**config.mk**
```make
export PLATFORM = sky130hd
export DESIGN_NAME = dhcpv6_relay_reply_option_parser
export DESIGN_NICKNAME = d
export VERILOG_FILES = /design/src/rtl/dhcp_rrp_pkg.sv /design/src/rtl/dhcp_rrp_parser.sv /design/src/rtl/dhcp_rrp_fifo.sv /design/src/rtl/dhcpv6_relay_reply_option_parser.sv
export VERILOG_INCLUDE_DIRS = /design/src /design/src/rtl
export SDC_FILE = /design/constraint.sdc
export NUM_CORES = 1
export LEC_CHECK = 0
export BUFFER_PORTS_ARGS = -buffer_cell sky130_fd_sc_hd__buf_2
export CAP_MARGIN = 15
export CORE_ASPECT_RATIO = 1.5
export CORE_UTILIZATION = 35
export DETAILED_ROUTE_END_ITERATION = 8
export GPL_ROUTABILITY_DRIVEN = 0
export PLACE_DENSITY = 0.5
export SYNTH_ARGS = -nofsm -noshare
export SYNTH_HDL_FRONTEND = slang
export SYNTH_SLANG_ARGS = --single-unit
export TNS_END_PERCENT = 10
```
**constraint.sdc**
```tcl
create_clock -name clk -period 5.4 [get_ports clk]
set_clock_uncertainty 0.15 [all_clocks]
set_input_delay 1.08 -clock clk [delete_from_list [all_inputs] [get_ports clk]]
set_output_delay 1.08 -clock clk [all_outputs]
set_load 0.01 [all_outputs]
```
**src/rtl/dhcpv6_relay_reply_option_parser_macros.svh**
```systemverilog
// Assertion macros for the relay-reply option parser.
// Each expects a clock named clk and an active-low reset named arst_n in scope.
`ifndef DHCPV6_RELAY_REPLY_OPTION_PARSER_MACROS_SVH
`define DHCPV6_RELAY_REPLY_OPTION_PARSER_MACROS_SVH
`ifndef NO_ASSERTIONS
`define DRP_ASSERT(lbl, prop, msg) \
	lbl: assert property (@(posedge clk) disable iff (!arst_n) (prop)) else $error(msg);
`define DRP_ASSERT_NEXT(lbl, ante, cons, msg) \
	lbl: assert property (@(posedge clk) disable iff (!arst_n) (ante) |=> (cons)) \
		else $error(msg);
`else
`define DRP_ASSERT(lbl, prop, msg)
`define DRP_ASSERT_NEXT(lbl, ante, cons, msg)
`endif
`endif

```
**src/rtl/dhcp_rrp_pkg.sv**
```systemverilog
package dhcp_rrp_pkg;

	localparam int RELAY_HEADER_BYTES = 34;
	localparam int IANA_SKIP = 14;
	localparam int ADDR_BYTES = 16;
	localparam int TXID_BYTES = 3;
	localparam logic [3:0] ALL_FOUND = 4'hf;

	localparam logic [7:0] MSG_RELAY_REPLY = 8'd13;
	localparam logic [7:0] MSG_ADVERTISE = 8'd2;
	localparam logic [7:0] MSG_REPLY = 8'd7;

	localparam logic [15:0] OPT_PAD = 16'd0;
	localparam logic [15:0] OPT_CLIENTID = 16'd1;
	localparam logic [15:0] OPT_SERVERID = 16'd2;
	localparam logic [15:0] OPT_IA_NA = 16'd3;
	localparam logic [15:0] OPT_IAADDR = 16'd5;
	localparam logic [15:0] OPT_RELAY_MSG = 16'd9;

	localparam int FIFO_DEPTH = 4;
	localparam int FIFO_PTR_W = $clog2(FIFO_DEPTH);
	localparam int FIFO_CNT_W = $clog2(FIFO_DEPTH + 1);

	typedef enum logic [3:0] {
		PH_TYPE = 4'd0,
		PH_HDR = 4'd1,
		PH_CODE_HI = 4'd2,
		PH_CODE_LO = 4'd3,
		PH_LEN_HI = 4'd4,
		PH_LEN_LO = 4'd5,
		PH_VALUE = 4'd6,
		PH_INNER = 4'd7,
		PH_TXID = 4'd8,
		PH_IANA = 4'd9
	} phase_t;

	typedef enum logic [2:0] {
		KIND_TXID = 3'd0,
		KIND_CLIENT = 3'd1,
		KIND_SERVER = 3'd2,
		KIND_ADDR = 3'd3,
		KIND_STATUS = 3'd4
	} kind_t;

	typedef enum logic [1:0] {
		ST_ADVERTISE = 2'd0,
		ST_REPLY = 2'd1,
		ST_OTHER = 2'd2,
		ST_INCOMPLETE = 2'd3
	} status_t;

	typedef struct packed {
		kind_t kind;
		logic [15:0] field_index;
		logic [7:0] data_byte;
		logic [7:0] inner_msg_type;
		status_t status;
		logic [15:0] client_id_len;
		logic [15:0] server_id_len;
		logic run_last;
	} res_t;

endpackage

```
**src/rtl/dhcp_rrp_parser.sv**
```systemverilog
module dhcp_rrp_parser import dhcp_rrp_pkg::*; (
	input logic clk,
	input logic arst_n,
	input logic fire,
	input logic [7:0] byte_s1,
	input logic eom_s1,
	output logic [1:0] push_cnt,
	output res_t res_a,
	output res_t res_b
);

	phase_t phase_q, phase_n;
	logic [15:0] count_q, count_n;
	logic [15:0] code_q, code_n;
	logic [15:0] len_q, len_n;
	logic [3:0] found_q, found_n;
	logic relay_q, relay_n;
	logic [7:0] itype_q, itype_n;
	logic [15:0] clen_q, clen_n;
	logic [15:0] slen_q, slen_n;
	logic stopped_q, stopped_n;

	always_comb begin
		logic finish;
		logic data_ok;
		res_t data_res;
		res_t stat_res;
		status_t st;
		phase_n = phase_q;
		count_n = count_q;
		code_n = code_q;
		len_n = len_q;
		found_n = found_q;
		relay_n = relay_q;
		itype_n = itype_q;
		clen_n = clen_q;
		slen_n = slen_q;
		stopped_n = stopped_q;
		finish = 1'b0;
		data_ok = 1'b0;
		data_res = '0;
		data_res.data_byte = byte_s1;
		data_res.field_index = count_q;
		data_res.kind = KIND_TXID;
		if (!stopped_q) begin
			case (phase_q)
				PH_TYPE: begin
					if (byte_s1 != MSG_RELAY_REPLY) begin
						stopped_n = 1'b1;
					end else begin
						count_n = 16'd1;
						phase_n = (16'd1 >= 16'(RELAY_HEADER_BYTES)) ? PH_CODE_HI : PH_HDR;
					end
				end
				PH_HDR: begin
					count_n = count_q + 16'd1;
					if (count_n >= 16'(RELAY_HEADER_BYTES)) phase_n = PH_CODE_HI;
				end
				PH_CODE_HI: begin
					code_n = {byte_s1, 8'd0};
					phase_n = PH_CODE_LO;
				end
				PH_CODE_LO: begin
					code_n = {code_q[15:8], byte_s1};
					if (code_n == OPT_PAD) begin
						phase_n = PH_CODE_HI;
					end else if (relay_q && code_n == OPT_IA_NA) begin
						count_n = '0;
						phase_n = PH_IANA;
					end else begin
						phase_n = PH_LEN_HI;
					end
				end
				PH_LEN_HI: begin
					len_n = {byte_s1, 8'd0};
					phase_n = PH_LEN_LO;
				end
				PH_LEN_LO: begin
					len_n = {len_q[15:8], byte_s1};
					if (code_q == OPT_RELAY_MSG && !relay_q) begin
						phase_n = PH_INNER;
					end else begin
						if (relay_q && code_q == OPT_CLIENTID) clen_n = len_n;
						if (relay_q && code_q == OPT_SERVERID) slen_n = len_n;
						count_n = '0;
						if (len_n == 16'd0) finish = 1'b1;
						else phase_n = PH_VALUE;
					end
				end
				PH_VALUE: begin
					if (relay_q) begin
						if (code_q == OPT_CLIENTID) begin
							data_ok = 1'b1;
							data_res.kind = KIND_CLIENT;
						end else if (code_q == OPT_SERVERID) begin
							data_ok = 1'b1;
							data_res.kind = KIND_SERVER;
						end else if (code_q == OPT_IAADDR && count_q < 16'(ADDR_BYTES)) begin
							data_ok = 1'b1;
							data_res.kind = KIND_ADDR;
						end
					end
					count_n = count_q + 16'd1;
					if (count_n >= len_q) finish = 1'b1;
				end
				PH_INNER: begin
					itype_n = byte_s1;
					relay_n = 1'b1;
					if (byte_s1 != MSG_ADVERTISE) begin
						stopped_n = 1'b1;
					end else begin
						count_n = '0;
						phase_n = PH_TXID;
					end
				end
				PH_TXID: begin
					data_ok = 1'b1;
					data_res.kind = KIND_TXID;
					count_n = count_q + 16'd1;
					if (count_n >= 16'(TXID_BYTES)) begin
						found_n = found_q | 4'b0001;
						phase_n = PH_CODE_HI;
					end
				end
				PH_IANA: begin
					count_n = count_q + 16'd1;
					if (count_n >= 16'(IANA_SKIP)) phase_n = PH_CODE_HI;
				end
				default: begin
					phase_n = PH_CODE_HI;
				end
			endcase
		end
		// Closing an option records which of the wanted items it completed.
		if (finish) begin
			if (relay_q) begin
				if (code_q == OPT_CLIENTID) found_n = found_n | 4'b0010;
				else if (code_q == OPT_SERVERID) found_n = found_n | 4'b0100;
				else if (code_q == OPT_IAADDR) found_n = found_n | 4'b1000;
			end
			if ((found_n & ALL_FOUND) == ALL_FOUND) stopped_n = 1'b1;
			phase_n = PH_CODE_HI;
		end
		if (stopped_n && phase_n == PH_TYPE) st = ST_OTHER;
		else if (relay_n && itype_n == MSG_REPLY) st = ST_REPLY;
		else if (relay_n && itype_n != MSG_ADVERTISE) st = ST_OTHER;
		else if ((found_n & ALL_FOUND) == ALL_FOUND) st = ST_ADVERTISE;
		else st = ST_INCOMPLETE;
		stat_res = '0;
		stat_res.kind = KIND_STATUS;
		stat_res.inner_msg_type = itype_n;
		stat_res.status = st;
		stat_res.client_id_len = clen_n;
		stat_res.server_id_len = slen_n;
		stat_res.run_last = 1'b1;
		data_res.run_last = !eom_s1;
		if (eom_s1) begin
			phase_n = PH_TYPE;
			count_n = '0;
			code_n = '0;
			len_n = '0;
			found_n = '0;
			relay_n = 1'b0;
			itype_n = '0;
			clen_n = '0;
			slen_n = '0;
			stopped_n = 1'b0;
		end
		res_a = data_ok ? data_res : stat_res;
		res_b = stat_res;
		if (!fire) push_cnt = 2'd0;
		else push_cnt = 2'(data_ok) + 2'(eom_s1);
	end

	always_ff @(posedge clk or negedge arst_n) begin
		if (!arst_n) begin
			phase_q <= PH_TYPE;
			count_q <= '0;
			code_q <= '0;
			len_q <= '0;
			found_q <= '0;
			relay_q <= 1'b0;
			itype_q <= '0;
			clen_q <= '0;
			slen_q <= '0;
			stopped_q <= 1'b0;
		end else if (fire) begin
			phase_q <= phase_n;
			count_q <= count_n;
			code_q <= code_n;
			len_q <= len_n;
			found_q <= found_n;
			relay_q <= relay_n;
			itype_q <= itype_n;
			clen_q <= clen_n;
			slen_q <= slen_n;
			stopped_q <= stopped_n;
		end
	end

endmodule

```
**src/rtl/dhcp_rrp_fifo.sv**
```systemverilog
`include "dhcpv6_relay_reply_option_parser_macros.svh"
module dhcp_rrp_fifo import dhcp_rrp_pkg::*; (
	input logic clk,
	input logic arst_n,
	input logic [1:0] push_cnt,
	input res_t push_a,
	input res_t push_b,
	input logic stall,
	output res_t head,
	output logic head_valid,
	output logic room2
);

	res_t mem_q [FIFO_DEPTH];
	logic [FIFO_PTR_W-1:0] wr_ptr_q;
	logic [FIFO_PTR_W-1:0] rd_ptr_q;
	logic [FIFO_CNT_W-1:0] count_q;
	logic pop;

	assign head_valid = (count_q != '0);
	assign head = mem_q[rd_ptr_q];
	assign pop = head_valid && !stall;
	assign room2 = (count_q <= FIFO_CNT_W'(FIFO_DEPTH - 2));

	always_ff @(posedge clk) begin
		if (push_cnt != 2'd0) mem_q[wr_ptr_q] <= push_a;
		if (push_cnt == 2'd2) mem_q[wr_ptr_q + FIFO_PTR_W'(1)] <= push_b;
	end

	always_ff @(posedge clk or negedge arst_n) begin
		if (!arst_n) begin
			wr_ptr_q <= '0;
			rd_ptr_q <= '0;
			count_q <= '0;
		end else begin
			wr_ptr_q <= wr_ptr_q + FIFO_PTR_W'(push_cnt);
			if (pop) rd_ptr_q <= rd_ptr_q + FIFO_PTR_W'(1);
			count_q <= count_q + FIFO_CNT_W'(push_cnt) - FIFO_CNT_W'(pop);
		end
	end

	`DRP_ASSERT(a_count_bound, count_q <= FIFO_CNT_W'(FIFO_DEPTH), "result queue count out of range")
	`DRP_ASSERT(a_no_overflow, (4'(count_q) + 4'(push_cnt)) <= (4'(FIFO_DEPTH) + 4'(pop)), "result queue overflow")
	`DRP_ASSERT_NEXT(a_count_track, 1'b1, count_q == FIFO_CNT_W'($past(count_q) + FIFO_CNT_W'($past(push_cnt)) - FIFO_CNT_W'($past(pop))), "result queue count mismatch")

endmodule

```
**src/rtl/dhcpv6_relay_reply_option_parser.sv**
```systemverilog
// DHCPv6 relay-reply option parser. Message bytes enter on the input channel one per request,
// in wire order, with end_of_message high on the final byte. The first byte must be
// relay-reply; the relay header is skipped, the options are walked, and the inner message of
// the first relay-message option is parsed for its type, transaction id, client and server
// DUIDs and the IAADDR address inside IA_NA. Each captured byte leaves as one output request
// tagged by kind and field_index, and the final byte of a message adds a status request with
// the inner type, the verdict and the two DUID lengths; run_last marks the last request caused
// by an input byte. A byte is taken every cycle unless the input is stalled: the single option
// state machine closes its loop between the input register and the result queue. An input byte
// yields at most two requests and the output channel moves one per cycle when not stalled. Only
// a final byte yields two, and the header bytes of the next message yield none, so while the
// output side keeps up the queue never holds more than two and the input is never stalled. The
// input is stalled only after the output side has stalled long enough to leave the four-entry
// result queue without room for two more.
`include "dhcpv6_relay_reply_option_parser_macros.svh"
module dhcpv6_relay_reply_option_parser import dhcp_rrp_pkg::*; (
	input logic clk,
	input logic arst_n,
	input logic in_valid,
	output logic in_stall,
	input logic [7:0] in_byte,
	input logic end_of_message,
	output logic out_valid,
	input logic out_stall,
	output logic [2:0] kind,
	output logic [15:0] field_index,
	output logic [7:0] data_byte,
	output logic [7:0] inner_msg_type,
	output logic [1:0] status,
	output logic [15:0] client_id_len,
	output logic [15:0] server_id_len,
	output logic run_last
);

	// The input register holds one byte until the result queue can take whatever it causes.
	logic valid_s1;
	logic [7:0] byte_s1;
	logic eom_s1;
	logic fire;
	logic room2;
	logic in_accept;
	logic [1:0] push_cnt;
	res_t res_a;
	res_t res_b;
	res_t head;

	assign fire = valid_s1 && room2;
	assign in_stall = valid_s1 && !room2;
	assign in_accept = in_valid && !in_stall;

	always_ff @(posedge clk or negedge arst_n) begin
		if (!arst_n) begin
			valid_s1 <= 1'b0;
		end else if (in_accept) begin
			valid_s1 <= 1'b1;
		end else if (fire) begin
			valid_s1 <= 1'b0;
		end
	end

	always_ff @(posedge clk) begin
		if (in_accept) begin
			byte_s1 <= in_byte;
			eom_s1 <= end_of_message;
		end
	end

	// Option walk: updates the parse state and forms up to two results per byte.
	dhcp_rrp_parser u_parser (
		.clk(clk),
		.arst_n(arst_n),
		.fire(fire),
		.byte_s1(byte_s1),
		.eom_s1(eom_s1),
		.push_cnt(push_cnt),
		.res_a(res_a),
		.res_b(res_b)
	);

	// The result queue parts the output handshake from the parse loop.
	dhcp_rrp_fifo u_fifo (
		.clk(clk),
		.arst_n(arst_n),
		.push_cnt(push_cnt),
		.push_a(res_a),
		.push_b(res_b),
		.stall(out_stall),
		.head(head),
		.head_valid(out_valid),
		.room2(room2)
	);

	assign kind = head.kind;
	assign field_index = head.field_index;
	assign data_byte = head.data_byte;
	assign inner_msg_type = head.inner_msg_type;
	assign status = head.status;
	assign client_id_len = head.client_id_len;
	assign server_id_len = head.server_id_len;
	assign run_last = head.run_last;

	// A processed final byte always leaves a status request waiting on the output.
	`DRP_ASSERT_NEXT(a_eom_gives_result, fire && eom_s1, out_valid, "final byte produced no result")

endmodule

```
# Word-level counts from Yosys, hierarchy flattened
# Memory sizes are Yosys's and may differ from the RTL's.
# Cells that the tools add are included.
# totals
ram_bits	280
n_memories	1
input_bits	13
reg_bits	115
output_inout_bits	72
elab_cells	185
# op_classes
eq_ne	29
magnitude_cmp	6
muxes	89
n_reduce_logical	35
add_sub_neg	7
# mem_list
memory	words	width	rd	rd_ports_with_merged_regs	write_ports	line	text
u_fifo.mem_q	4	70	1	0	2	dhcp_rrp_fifo.sv:14	res_t mem_q [FIFO_DEPTH];
# ops
operator	count
$mux W16	21
$pmux W16 S5	1
$mux W4	19
$mux W70	1
$pmux W16 S2	2
$pmux W4 S10	1
$eq A16 B2 Y1 const B	2
$logic_not A16 Y1	2
$mux W1	27
$mux W8	3
$add A16 B1 Y16 const B	1
$eq A16 B1 Y1 const B	1
$eq A16 B3 Y1 const B	1
$eq A16 B4 Y1 const B	1
$eq A4 B3 Y1 const B	4
$eq A4 B4 Y1 const B	4
$ge A16 B16 Y1	1
$ge A16 B2 Y1 const B	1
$ge A16 B4 Y1 const B	1
$ge A16 B6 Y1 const B	1
$lt A16 B5 Y1 const B	1
$ne A8 B2 Y1 const B	2
$mux W3	5
$logic_and A1 B1 Y1	12
25 further kinds	51

# Depth between registers and ports, before layout
# Gate-level depths: netlist (run 1).
# depth
depth_word	17
mapped_depth	18
ltp_nobuf	15

# Modules after synthesis
# A second synthesis (run 1) with hierarchy kept.
# unflattened
hier_cells	1652
hier_area_um2	21305.4
# by_module_without_submodules
mod	seq_area_each_um2	n_inst	cells_each	area_per_inst_um2
dhcp_rrp_fifo	8583.2	1	719	13940.9
dhcp_rrp_parser	2452.4	1	918	7030.5
dhcpv6_relay_reply_option_parser	295.3	1	15	334.1

# Worst setup path before layout (run 1)
# No wires, ideal clock.
# synth_path
path_type	flip-flop to flip-flop
from	register u_parser.code_q[11]
to	memory u_fifo.mem_q[3][37] (netlist bit), data pin
required_ns	5.108
setup_slack_ns	1.038
n_path_buf	2
t_arrival_ns	4.071
period_less_slack_ns	4.362
stages_incl_launch_ff	17
setup_time_ns	0.142
cell_sequence	dfrtp_1 > nor4_2 > nand4_1 > nor3_2 > nand2_1 > and2_1 > inv_2 > ha_1 > clkbuf_1 > o21ai_0 > nand2_1 > inv_1 > nand2_1 > inv_1 > nand2_1 > buf_2 > nor2_1
# synth_lines
element	line	text
start: declaration	dhcp_rrp_parser.sv:14	logic [15:0] code_q, code_n;
start signal: assignment	dhcp_rrp_parser.sv:190	code_q <= code_n;
end: declaration	dhcp_rrp_fifo.sv:14	

==> results of run 1 <==
## area by class of cell
cell class	count	share of cell area, %
multi-input combinational	1021	34.8
clock inverter	15	0.837
sequential	395	49.9
timing repair buffer	124	3.72
tap	669	4.09
clock buffer	59	5.94
inverter	40	0.733
## Yosys cell counts, drive strengths merged, types with 3 or more instances
cell / instances
and2: 10
inv: 39
o211ai: 3
nand4: 11
or3: 3
xnor2: 12
nor3: 24
nand2b: 10
xor2: 8
nand3: 18
dfxtp: 112
buf: 49
ha: 24
a31oi: 10
nor2: 205
edfxtp: 177
nand2: 160
o31ai: 29
and4: 6
o22a: 4
nor4: 13
o21ai: 111
o22ai: 3
mux2i: 8
dfrtp: 106
nor3b: 7
clkbuf: 69
o32a: 3
mux2: 3
nand3b: 3
nor2b: 38
a21oi: 83
o21bai: 4
a22o: 98
o41ai: 3
mux4: 70
and3: 7
## report_power, final
group	total, uW	internal [uW]	switching, uW
clock	2900	1680	1220
sequential	3840	3400	440
combinational	2270	892	1380
total	9010	5970	3040
## through the flow
step	total power (uW)	utilization [%]	worst slack [ns]	instances	hold WS, ns
floorplan	5210	-	1.04	1574	0.268
global placement	6200	37.7	1.06	2249	0.278
detailed placement	6220	37.7	0.989	2249	0.286
CTS	9140	40.4	0.980	2323	0.295
global route	9420	40.4	0.608	2323	0.326
finish	9010	40.4	0.945	2323	0.297
## flip-flops by register name, summed over array words and instances (netlist names), 8 cells and up
name / flops
u_parser.itype_q: 8
u_parser.clen_q: 16
u_parser.len_q: 16
u_parser.count_q: 16
u_parser.code_q: 16
u_parser.slen_q: 16
u_fifo.mem_q: 280
byte_s1: 8
## cell families (layout without fill, tap and decap cells)
| family | count (synthesis) | after routing |
|---|---|---|
| muxes | 81 | 81 |
| AOI/OAI and AO/OA | 372 | 372 |
| buffers and inverters | 158 | 238 |
| xor gates and xnor gates | 20 | 20 |
| adders and majority gates | 25 | 25 |
| DFF | 395 | 395 |
| and+or+nand+nor | 523 | 523 |
## routing by layer
| layer | up-vias | global-route usage [%] | part of all wire, % |
|---|---|---|---|
| met2 | 342 | 36.9 | 53 |
| met4 | 0 | 8.34 | 3.7 |
| met5 | - | 0 | 0 |
| met1 | 6388 | 24.0 | 40 |
| li1 | 5863 | - | - |
| met3 | 92 | 2.44 | 3.7 |
## worst register-to-register path, delay by kind of cell (launching register included)
kind,cells,cell delay (ns)
AOI/OAI and AO/OA,1,0.08
DFF,1,0.39
buffers and inverters,5,1.10
and+or+nand+nor,10,2.13
adders and majority gates,1,0.32
## how the worst max path moves through the flow
stage / from / endpoint
floorplan: u_parser.code_q[11] / u_fifo.mem_q[3][37]
global placement: u_parser.count_q[0] / u_fifo.mem_q[2][33]
detailed placement: u_parser.code_q[11] / u_fifo.mem_q[1][33]
CTS: u_parser.code_q[11] / u_fifo.mem_q[1][33]
global route: u_parser.code_q[11] / u_fifo.mem_q[1][33]
finish: u_parser.code_q[11] / u_fifo.mem_q[1][33]
==> qor.yml, run 1 <==
outcome: "completed"
cts_resized: 0
clock-root-buffer: "clkbuf_16"
critPathMaxFanout: 43
layout_min_cycle_time_ns: 4.45
required_ns: 5.51
final_cell_mix: "nor2_1, edfxtp_1, nand2_1, dfxtp_1"
dieArea_um2: 52300
ys_seq_area_share_pct: 56.8
cts_sinks: 395
synth_fa_ha_area_share_pct: 1.78
num_io_pins: 85
worst-path-stages: 17
path_delay_family: "simple AND/OR/NAND/NOR gates"
synth_mux_area_share_pct: 9.43
synthSimpleGateAreaFrac_pct: 13.6
syn-num-nets: 1612
rsz0062_at_grt: "false"
powerDensity_nw_per_um2: 440
multi_input_area_um2: 7120
r2r_start: "u_parser.code_q[11]"
drt_iter0_drc: 862
hpwl_mm: 34.3
synth_edf_count: 177
finalSetupTns_ns: 0
antenna_found_initial: 0
critPathBufInv: 5
vias: 12700
numCtsBuffers: 40
wl_per_cell_um: 22.6
synth.avg_cell_area_um2: 11.4
yosys_warnings: 0
path_class: "flop to flop"
maxSlewViolCount: 0
grt_use_total_pct: 20.3
hold_buffers: 0
cts_tree: "built"
crit_path_frequent_cell: "nand2_1"
synth_xor_area_share_pct: 0.975
synthFlopType: "edfxtp_1"
max_freq_mhz: 224
initial_core_util_pct: 35.5
synth_compound_area_share_pct: 13.8
std_cell_rows: 101
syn2layout_area_growth_pct: 13.9
clk_latency_ns: 0.56
ir_drop_v: 0.000264
final_area_um2: 20500
place_area_um2: 19100
nets: 1660
fillers: 4800
h-tree-depth: 2
syn_inst: 1574
antenna_cells: 0
clkTransAtPathRegs_ns: 0.07
yosysTopAreaCell: "edfxtp_1"
hold_viol_final: 0
grt_pass1_wl_mm: 80.9
holdCritPathClass: "flop to flop"
timing.slew.headroom_pct: 25.2
register_area_um2: 10200
clk_path_buf_depth: 3
drc: 0
synthTopCellsByArea: "edfxtp_1, dfrtp_1, dfxtp_1, mux4_2, a22o_1"
via_per_inst: 5.46
syn_area_um2: 18000
slowest_stage: "nor4_2"
synth_top_family_by_area: "compound AO/OA/AOI/OAI gates"
min_path_cells: 2
end_kind: "flop"
portBuffers: 84
cts_setup_buffers: 0
async_flop_share_pct: 26.8
setup_viol: 0
worstPathArrival_ns: 4.57
core_area_um2: 50700
r2r_slack_ns: 0.95
period_share_pct: 82.5
gr-total-overflow: 0
grt_start_max_net_pins: 46
antenna_left: 0
ys_types: 80
die_width_um: 187
min_from: "u_fifo.mem_q[3][69]"
maxCapViolations: 0
p_leak_uw: 0.00766
final_layout_size_suffix_gt1_share_pct: 17.8
synth_top_area_share_pct: 29.6
min_to: "u_fifo.mem_q[3][69]"
worstRegToRegCells: 17
dr.pass1.iters: 5
r2r_end: "u_fifo.mem_q[1][33]"
tightest_slew_ns: 1.11
yosys_register_bits: 395
max_stage_delay_ns: 0.52
final_common_cell: "nor2_1"
die_y_um: 280
wirelength_mm: 52.5
crit_chain: "nor4_2 -> nand4_1 -> nor3_2 -> nand2_1 -> and2_1 -> inv_2 -> ha_1 -> nand2_1 -> o21ai_0 -> nand2_1 -> inv_1 -> nand2_1 -> buf_4 -> inv_2 -> nand2_1 -> buf_4 -> nor3b_1"
startpoint_type: "flop"
grt_pass1_vias: 13100
Note: power is estimated with default switching activity, not from simulation.
==> inputs of run 2 (changes only) <==
- clock period: 5.4 -> 4.25 ns (I/O delays scaled with it)
==> run 2 against run 1 <==
Against the previous run: final cell count grew 1.6%; sequential share of layout area shrank 0.96 points; critical path depth shrank 3; setup slack lost 0.53 ns; final area grew 2.0%; utilization grew 0.79 points; clock power grew 30%; hold slack lost 0.068 ns; via count grew 1.6%; count of clock-buffer cells in the layout shrank 1; largest cell class unchanged; highest routed layer unchanged.
==> qor.yml, run 2 (synthesized netlist as in run 1, its figures left out) <==
clkTransAtPathRegs_ns: 0.06
portBuffers: 84
crit_path_frequent_cell: "and4_1"
antenna_cells: 0
wl_per_cell_um: 22.0
cts_sinks: 395
r2r_end: "u_fifo.mem_q[2][33]"
grt_start_max_net_pins: 59
num_io_pins: 85
r2r_slack_ns: 0.42
end_kind: "flop"
path_class: "flop to flop"
die_y_um: 280
maxCapViolations: 0
dr.pass1.iters: 5
cts_setup_buffers: 0
crit_chain: "and4_1 -> and4_1 -> and3_1 -> xnor2_1 -> inv_1 -> ha_1 -> nand2_1 -> o21ai_0 -> nand4_1 -> o31a_1 -> and3b_1 -> or4b_1 -> a21boi_1 -> nor3b_2"
max_freq_mhz: 261
wirelength_mm: 51.9
maxSlewViolCount: 0
cts_tree: "built"
gr-total-overflow: 0
drt_iter0_drc: 1016
grt_pass1_wl_mm: 80.5
clock-root-buffer: "clkbuf_16"
ir_drop_v: 0.000324
std_cell_rows: 101
via_per_inst: 5.46
syn2layout_area_growth_pct: 16.2
final_cell_mix: "nor2_1, edfxtp_1, nand2_1, dfxtp_1"
hold_viol_final: 0
top_register: "u_fifo.mem_q"
powerDensity_nw_per_um2: 557
die_width_um: 187
h-tree-depth: 2
critPathMaxFanout: 10
max_stage_delay_ns: 0.53
antenna_found_initial: 0
tightest_slew_ns: 1.13
clk_latency_ns: 0.56
slowest_stage: "dfrtp_1"
initial_core_util_pct: 35.5
r2r_start: "u_parser.count_q[8]"
grt_use_total_pct: 20.0
final_layout_size_suffix_gt1_share_pct: 19.7
worst_hold_slack_ns: 0.229
cts_resized: 0
hold_buffers: 0
worstRegToRegCells: 14
drc: 0
p_leak_uw: 0.00791
holdCritPathClass: "input pin to async pin"
grt_pass1_vias: 13100
rsz0062_at_grt: "false"
outcome: "completed"
antenna_left: 0
nets: 1697
final_common_cell: "nor2_1"
dieArea_um2: 52300
power.total_uw: 11600
vias: 12900
setup_viol: 0
numCtsBuffers: 41
layout_min_cycle_time_ns: 3.83
finalCoreUtilization_pct: 41.2
clk_path_buf_depth: 3
period_share_pct: 90.2
startpoint_type: "flop"
timing.slew.headroom_pct: 24.3
hpwl_mm: 34.2
required_ns: 4.39
worstPathArrival_ns: 3.97
largest_reg_flops: 280
core_area_um2: 50700
[run 2: area by class of cell]
type | instances | area (um^2)
clock inverter | 18 | 210
fill | 4828 | 29800
sequential | 395 | 10200
tap | 669 | 837
clock buffer | 58 | 1220
multi-input combinational | 1021 | 7120
inverter | 40 | 154
timing repair buffer | 160 | 1120
[run 2: worst max-delay path by stage]
stage,from,cells after the start,to,slack (ns)
CTS,u_parser.count_q[3],13,u_fifo.mem_q[2][33],0.40
detailed placement,u_parser.count_q[8],14,u_fifo.mem_q[2][33],0.45
floorplan,u_parser.code_q[11],16,u_fifo.mem_q[1][37],-0.04
global placement,u_parser.count_q[8],14,u_fifo.mem_q[3][33],0.47
finish,u_parser.count_q[8],14,u_fifo.mem_q[2][33],0.42
global route,u_parser.code_q[5],16,u_fifo.mem_q[1][33],0.03
[run 2: metal layers]
layer  global-route usage (%)  part of all wire, %  up-vias
li1                         -                    -     5947
met1                     23.9                   40     6522
met2                     37.2                   53      342
met3                     2.38                  3.9       73
met4                     6.35                  2.6        0
met5                        0                    0        -
[run 2: critical path, delay by kind of cell, from the launching register on]
| kind | cells | cell delay (ns) |
|---|---|---|
| AO/OA/AOI/OAI | 3 | 0.52 |
| XOR/XNOR | 1 | 0.15 |
| adder cells (fa/ha/maj) | 1 | 0.29 |
| buffers and inverters | 1 | 0.07 |
| flip-flops | 1 | 0.53 |
| AND/OR/NAND/NOR | 8 | 1.85 |
[run 2: stage by stage]
stage               std cells  setup TNS, ns  setup WS [ns]  cell area [um^2]
floorplan                1574          -1.34        -0.0356             18000
global placement         2285              0          0.468             19500
detailed placement       2285              0          0.448             19500
CTS                      2361              0          0.403             20900
global route             2361              0         0.0271             20900
finish                   2361              0          0.416             20900
[run 2: report_power, final]
| part | internal [uW] | switching [uW] | leakage [uW] |
|---|---|---|---|
| logic | 1230 | 1880 | 0.00313 |
| clock network | 2200 | 1570 | 0.000710 |
| registers | 4320 | 433 | 0.00407 |
| total | 7750 | 3880 | 0.00791 |
